[config.mk]
export PLATFORM = sky130hd
export DESIGN_NAME = hds_det_pipe
export DESIGN_NICKNAME = d
export VERILOG_FILES = /design/src/rtl/hds_pkg.sv /design/src/rtl/hds_det_pipe.sv
export SDC_FILE = /design/constraint.sdc
export NUM_CORES = 2
export LEC_CHECK = 0
export ABC_AREA = 1
export BUFFER_PORTS_ARGS = -buffer_cell sky130_fd_sc_hd__buf_2
export CORE_MARGIN = 2
export CORE_UTILIZATION = 30
export DETAILED_ROUTE_END_ITERATION = 8
export GPL_TIMING_DRIVEN = 0
export HOLD_SLACK_MARGIN = 0.06
export PLACE_DENSITY = 0.43
export SYNTH_ARGS = -nofsm -noshare
export SYNTH_HDL_FRONTEND = slang
export SYNTH_SLANG_ARGS = --single-unit
export TNS_END_PERCENT = 30
[constraint.sdc]
create_clock -name i_clk -period 15.7 [get_ports i_clk]
set_input_delay 0 -clock i_clk [delete_from_list [all_inputs] [get_ports i_clk]]
set_output_delay 0 -clock i_clk [all_outputs]
set_load 0.1 [all_outputs]
[src/rtl/hds_pkg.sv]
// Package for the determinant-of-Hessian stencil core.
// Holds widths, configuration register indexes and the shared structs.
// No dependencies; every other file depends on it.
package hds_pkg;

    localparam int MAX_WIDTH  = 2048;
    localparam int ADDR_W     = $clog2(MAX_WIDTH);
    localparam int PIX_W      = 16;
    localparam int ROW_W      = 16;
    localparam int COL_W      = 11;
    localparam int WREG_W     = 12;
    localparam int HREG_W     = 16;
    localparam int SCALE_W    = 16;
    localparam int CFG_DATA_W = 16;
    localparam int CFG_IDX_W  = 2;
    localparam int RESP_W     = 48;
    localparam int DIFF_W     = PIX_W + 3;
    localparam int PROD_W     = 2 * DIFF_W;
    localparam int DET_W      = PROD_W + 4;
    localparam int SCALED_W   = DET_W + SCALE_W + 1;
    localparam int SHIFT      = 12;

    localparam logic [WREG_W-1:0]  WIDTH_RESET  = WREG_W'(640);
    localparam logic [HREG_W-1:0]  HEIGHT_RESET = HREG_W'(480);
    localparam logic [SCALE_W-1:0] SCALE_RESET  = SCALE_W'(256);

    typedef enum logic [CFG_IDX_W-1:0] {
        CFG_IMAGE_WIDTH  = 2'd0,
        CFG_IMAGE_HEIGHT = 2'd1,
        CFG_NORM_SCALE   = 2'd2
    } t_cfg_idx;

    typedef struct packed {
        logic [ROW_W-1:0] centre_row;
        logic [COL_W-1:0] centre_col;
        logic             frame_last;
    } t_meta;

    typedef struct packed {
        logic signed [DIFF_W-1:0] lxx;
        logic signed [DIFF_W-1:0] lyy;
        logic signed [DIFF_W-1:0] lxy4;
    } t_diff;

endpackage

[src/rtl/hds_det_pipe.sv]
// Arithmetic pipeline: products, determinant, scaling by norm_scale and the
// arithmetic shift. Depends on hds_pkg; the last stage is the output register.
module hds_det_pipe (
    input  logic                          i_clk,
    input  logic                          i_rst_n,
    input  logic                          i_en,
    input  logic                          i_valid,
    input  hds_pkg::t_diff                i_diff,
    input  hds_pkg::t_meta                i_meta,
    input  logic [hds_pkg::SCALE_W-1:0]   i_norm_scale,
    output logic                          o_valid,
    output logic signed [hds_pkg::RESP_W-1:0] o_response,
    output hds_pkg::t_meta                o_meta
);
    import hds_pkg::*;

    logic                       r_v3, r_v4, r_v5;
    logic signed [PROD_W-1:0]   r_pxy, r_pcc;
    logic signed [DET_W-1:0]    r_det;
    logic signed [SCALED_W-1:0] r_scaled;
    t_meta                      r_m3, r_m4, r_m5;
    logic signed [DET_W-1:0]    n_det;
    logic signed [SCALED_W-1:0] n_scaled;

    always_comb begin
        n_det    = (DET_W'(r_pxy) <<< 4) - DET_W'(r_pcc);
        n_scaled = SCALED_W'(r_det) * SCALED_W'($signed({1'b0, i_norm_scale}));
    end

    always_ff @(posedge i_clk) begin
        if (!i_rst_n) begin
            r_v3 <= 1'b0;
            r_v4 <= 1'b0;
            r_v5 <= 1'b0;
        end else if (i_en) begin
            r_v3 <= i_valid;
            r_v4 <= r_v3;
            r_v5 <= r_v4;
        end
    end

    always_ff @(posedge i_clk) begin
        if (i_en) begin
            r_pxy    <= PROD_W'(i_diff.lxx) * PROD_W'(i_diff.lyy);
            r_pcc    <= PROD_W'(i_diff.lxy4) * PROD_W'(i_diff.lxy4);
            r_m3     <= i_meta;
            r_det    <= n_det;
            r_m4     <= r_m3;
            r_scaled <= n_scaled;
            r_m5     <= r_m4;
        end
    end

    assign o_valid    = r_v5;
    assign o_response = RESP_W'(r_scaled >>> SHIFT);
    assign o_meta     = r_m5;

endmodule

==> results.sh <==
export IMPL_die_width_um=460
export IMPL_synth_cell_types=45
export IMPL_row_count=167
export IMPL_first_pass_iters=5
export IMPL_post_route_drc_count=0
export IMPL_cts_root_buf="clkbuf_16"
export IMPL_grt_pass1_vias=51804
export IMPL_area_growth_syn_to_layout_pct=8.99
export IMPL_clock_latency_on_the_worst_skew_pair_ns=0.64
export IMPL_number_of_flip_flops_and_latches_in_the_synthesized_netlist=250
export IMPL_cp_slowest_cell="fa_1"
export IMPL_hold_path_endpoint="r_pxy[0]"
export IMPL_timing_reg2reg_setup_slack_ns=8.41
export IMPL_max_cap_violations=0
export IMPL_critical_path_endpoint_type="flop"
export IMPL_synth_top_cell_area_share_pct=42.6
export IMPL_rr_endpoint="r_scaled[58]"
export IMPL_post_cts_setup_buffers=0
export IMPL_grt_met2_usage_pct=34.9
export IMPL_die_area_um2=212000
export IMPL_synthesized_instance_count=7683
export IMPL_fin_area_um2=68100
export IMPL_fin_worst_skew_ns=0.0557
export IMPL_num_nets_final=9733
export IMPL_yosysWarnings=0
export IMPL_most_frequent_cell_on_the_critical_path="fa_1"
export IMPL_floorplan_io_pins=182
export IMPL_cp_num_buf_inv=5
export IMPL_hold_viol=0
export IMPL_min_path_type="in -> reg"
export IMPL_crit_path_cell_trace="clkbuf_1 > clkbuf_1 > nand2_1 > inv_1 > fa_1 > fa_1 > fa_1 > fa_1 > fa_1 > inv_1 > fa_1 > inv_1 > ha_1 > nand2_2 > nor3_2 > nand2_1 > nor3_1 > nand2_1 > nand3_1 > nand2_1"
export IMPL_antenna_violating_nets_post_route=0
export IMPL_grt_max_degree=117
export IMPL_synth_area_leader_cell="fa_1"
export IMPL_worst_slack_ns=8.41
export IMPL_wl_per_cell_um=18.9
export IMPL_remaining_overflow_grt=0
export IMPL_r2r_worst_path_cells=20
export IMPL_timing_critical_path_arrival_ns=7.63
export IMPL_use_met1_pct=25.3
export IMPL_max_slew_margin_rel_pct=13.4
export IMPL_tightestPinTransition_ns=1.30
export IMPL_worst_setup_path_type="reg -> reg"
export IMPL_detail_route_wirelength_um=202000
export IMPL_period_minus_slack_ns=7.29
export IMPL_setup_total_negative_slack_ns=0
export IMPL_first_pass_grt_wire_length_um=311000
export IMPL_drt_iter0_drc=2833
export IMPL_hold_path_startpoint="i_diff[19]"
export IMPL_post_route_cells_drive_above_1_share_pct=3.02
export IMPL_cts_sink_count=250
export IMPL_tritoncts_clock_tree="done"
export IMPL_postSynthAreaPerCell_um2=8.13
export IMPL_post_synth_main_area_contributors="fa_1, inv_1, nand2_1, edfxtp_1, ha_1"
export IMPL_finalCritPeriodShare_pct=46.4
export IMPL_grt_util_met3_pct=1.52
export IMPL_fill_cells=22226
export IMPL_antenna_found_initial=1
export IMPL_globalplace_congestion=0.951
export IMPL_n_antenna_cell=0
export IMPL_commonest_cells_after_routing_fill_and_taps_aside="inv_1, nand2_1, fa_1"
export IMPL_place_hpwl_um=174000
export IMPL_yosysSeqAreaShare_pct=12.0
export IMPL_critPathLaunchType="flop"
export IMPL_final_number_of_max_transition_violations=0
export IMPL_grt_setup_unrepaired="false"
export IMPL_synth_area_um2=62500
export IMPL_layout_commonest_cell="inv_1"
export IMPL_fmax_mhz=137
export IMPL_critical_path_max_stage_delay_ns=0.98
export IMPL_cp_max_fo=10
export IMPL_dpl_instance_area_um2=66600
export IMPL_routed_via_count=47496
export IMPL_grt_usage_pct=19.4
export IMPL_synth_net_count=9529
export IMPL_grt_busiest_layer="met2"
export IMPL_core_area_um2=207000
export IMPL_hold_path_depth=3
export IMPL_tritoncts_num_buffers=30
export IMPL_timing_final_setup_violations=0
export IMPL_cts_max_path_buffers=3
export IMPL_status="finished clean"
export IMPL_start_util_pct=30.2
export IMPL_io_buffers=122
export IMPL_y_dimension_of_the_die_um=460
export IMPL_cts_clk_slew_worst_paths_ns=0.06
export IMPL_post_drt_via_cell_ratio=4.44
export IMPL_critical_path_required_ns=16.04
export IMPL_rr_startpoint="r_det[41]"
export IMPL_largest_delay_contributor_family_on_the_critical_path="adder cells"
export IMPL_cts_htree_levels=1
export IMPL_dp_worst_setup_slack_ns=8.07
[final cells by class]
| class | count | area [µm²] | share of cell area, % |
|---|---|---|---|
| tap | 2788 | 3490 | 5.12 |
| clock buffer | 32 | 758 | 1.11 |
| buffer | 278 | 1050 | 1.54 |
| sequential | 250 | 7480 | 11.0 |
| inverter | 2349 | 8820 | 13.0 |
| multi-input combinational | 4806 | 45100 | 66.3 |
| clock inverter | 19 | 213 | 0.312 |
| timing repair buffer | 172 | 1160 | 1.70 |
[stage by stage]
step | instances | hold slack (ns) | utilization [%]
after global routing | 10694 | 0.0843 | 32.9
after CTS | 10694 | 0.0626 | 32.9
after global placement | 10593 | 0.177 | 32.1
after detailed placement | 10595 | 0.178 | 32.2
after floorplan | 7683 | 0.0989 | -
final | 10694 | 0.0962 | 32.9
[cells by family (layout without fill, tap and decap cells)]
family	after synthesis	in the layout	share of synthesized area, %
xor+xnor	129	129	1.81
compound gates	343	343	3.06
simple gates	2593	2593	16.5
flops	250	250	12.0
buf+inv	2627	2850	15.8
fa+ha+maj	1741	1741	50.8
[worst reg2reg max path, stage by stage (launching register included)]
cell and delay (ns):
edfxtp_1 0.32, clkbuf_1 0.50, clkbuf_1 0.48, nand2_1 0.18
inv_1 0.18, fa_1 0.59, fa_1 0.98, fa_1 0.55
fa_1 0.51, fa_1 0.49, inv_1 0.05, fa_1 0.48
inv_1 0.04, ha_1 0.41, nand2_2 0.12, nor3_2 0.35
nand2_1 0.20, nor3_1 0.18, nand2_1 0.18, nand3_1 0.13
nand2_1 0.07
[synth_stat cells (all sizes together)]
cell type	instances
inv	2347
nand2	2047
fa	1328
ha	413
nor2	303
clkbuf	256
edfxtp	247
a21oi	178
nand3	146
xor2	108
o21ai	95
nand4	40
o21bai	29
a21o	23
buf	22
xnor2	21
nor3	19
or2	14
nand3b	11
a21boi	9
nor4	6
a31oi	4
and2	3
and3	3
dfxtp	3
o21a	3
clkinv	2
a31o	1
nor3b	1
o211ai	1
[sequential cells by signal (all words and copies together) (netlist names)]
name      flops
o_meta       28
r_v3          1
r_pxy        38
r_m3         28
r_scaled     47
r_pcc        37
r_v4          1
r_det        41
r_m4         28
o_valid       1
[routing by layer]
metal | vias up | wire length [µm]
met5 | - | 0
li1 | 22237 | -
met3 | 186 | 7920
met1 | 24053 | 87300
met4 | 0 | 4810
met2 | 1020 | 102000
[what timing repair did]
item                                   in CTS  in global routing
endpoints found under the hold margin      54                  0
resized for setup                           0                  0
hold buffers                               48                  0
[worst max-delay path by stage]
stage                    to  slack (ns)  startpoint  cells after the start
6_report       r_scaled[58]        8.41   r_det[41]                     20
5_1_grt        r_scaled[56]        8.04   r_det[41]                     20
3_5_place_dp      r_pcc[37]        8.07   i_diff[3]                     25
3_3_place_gp      r_pcc[37]        8.05  i_diff[14]                     24
4_1_cts        r_scaled[58]        8.36   r_det[41]                     20
2_1_floorplan     r_pcc[37]        9.76  i_diff[18]                     25
Power is left out: the tool's default activity adds up to more than one toggle a clock period on the data nets, which glitch-free logic cannot reach.
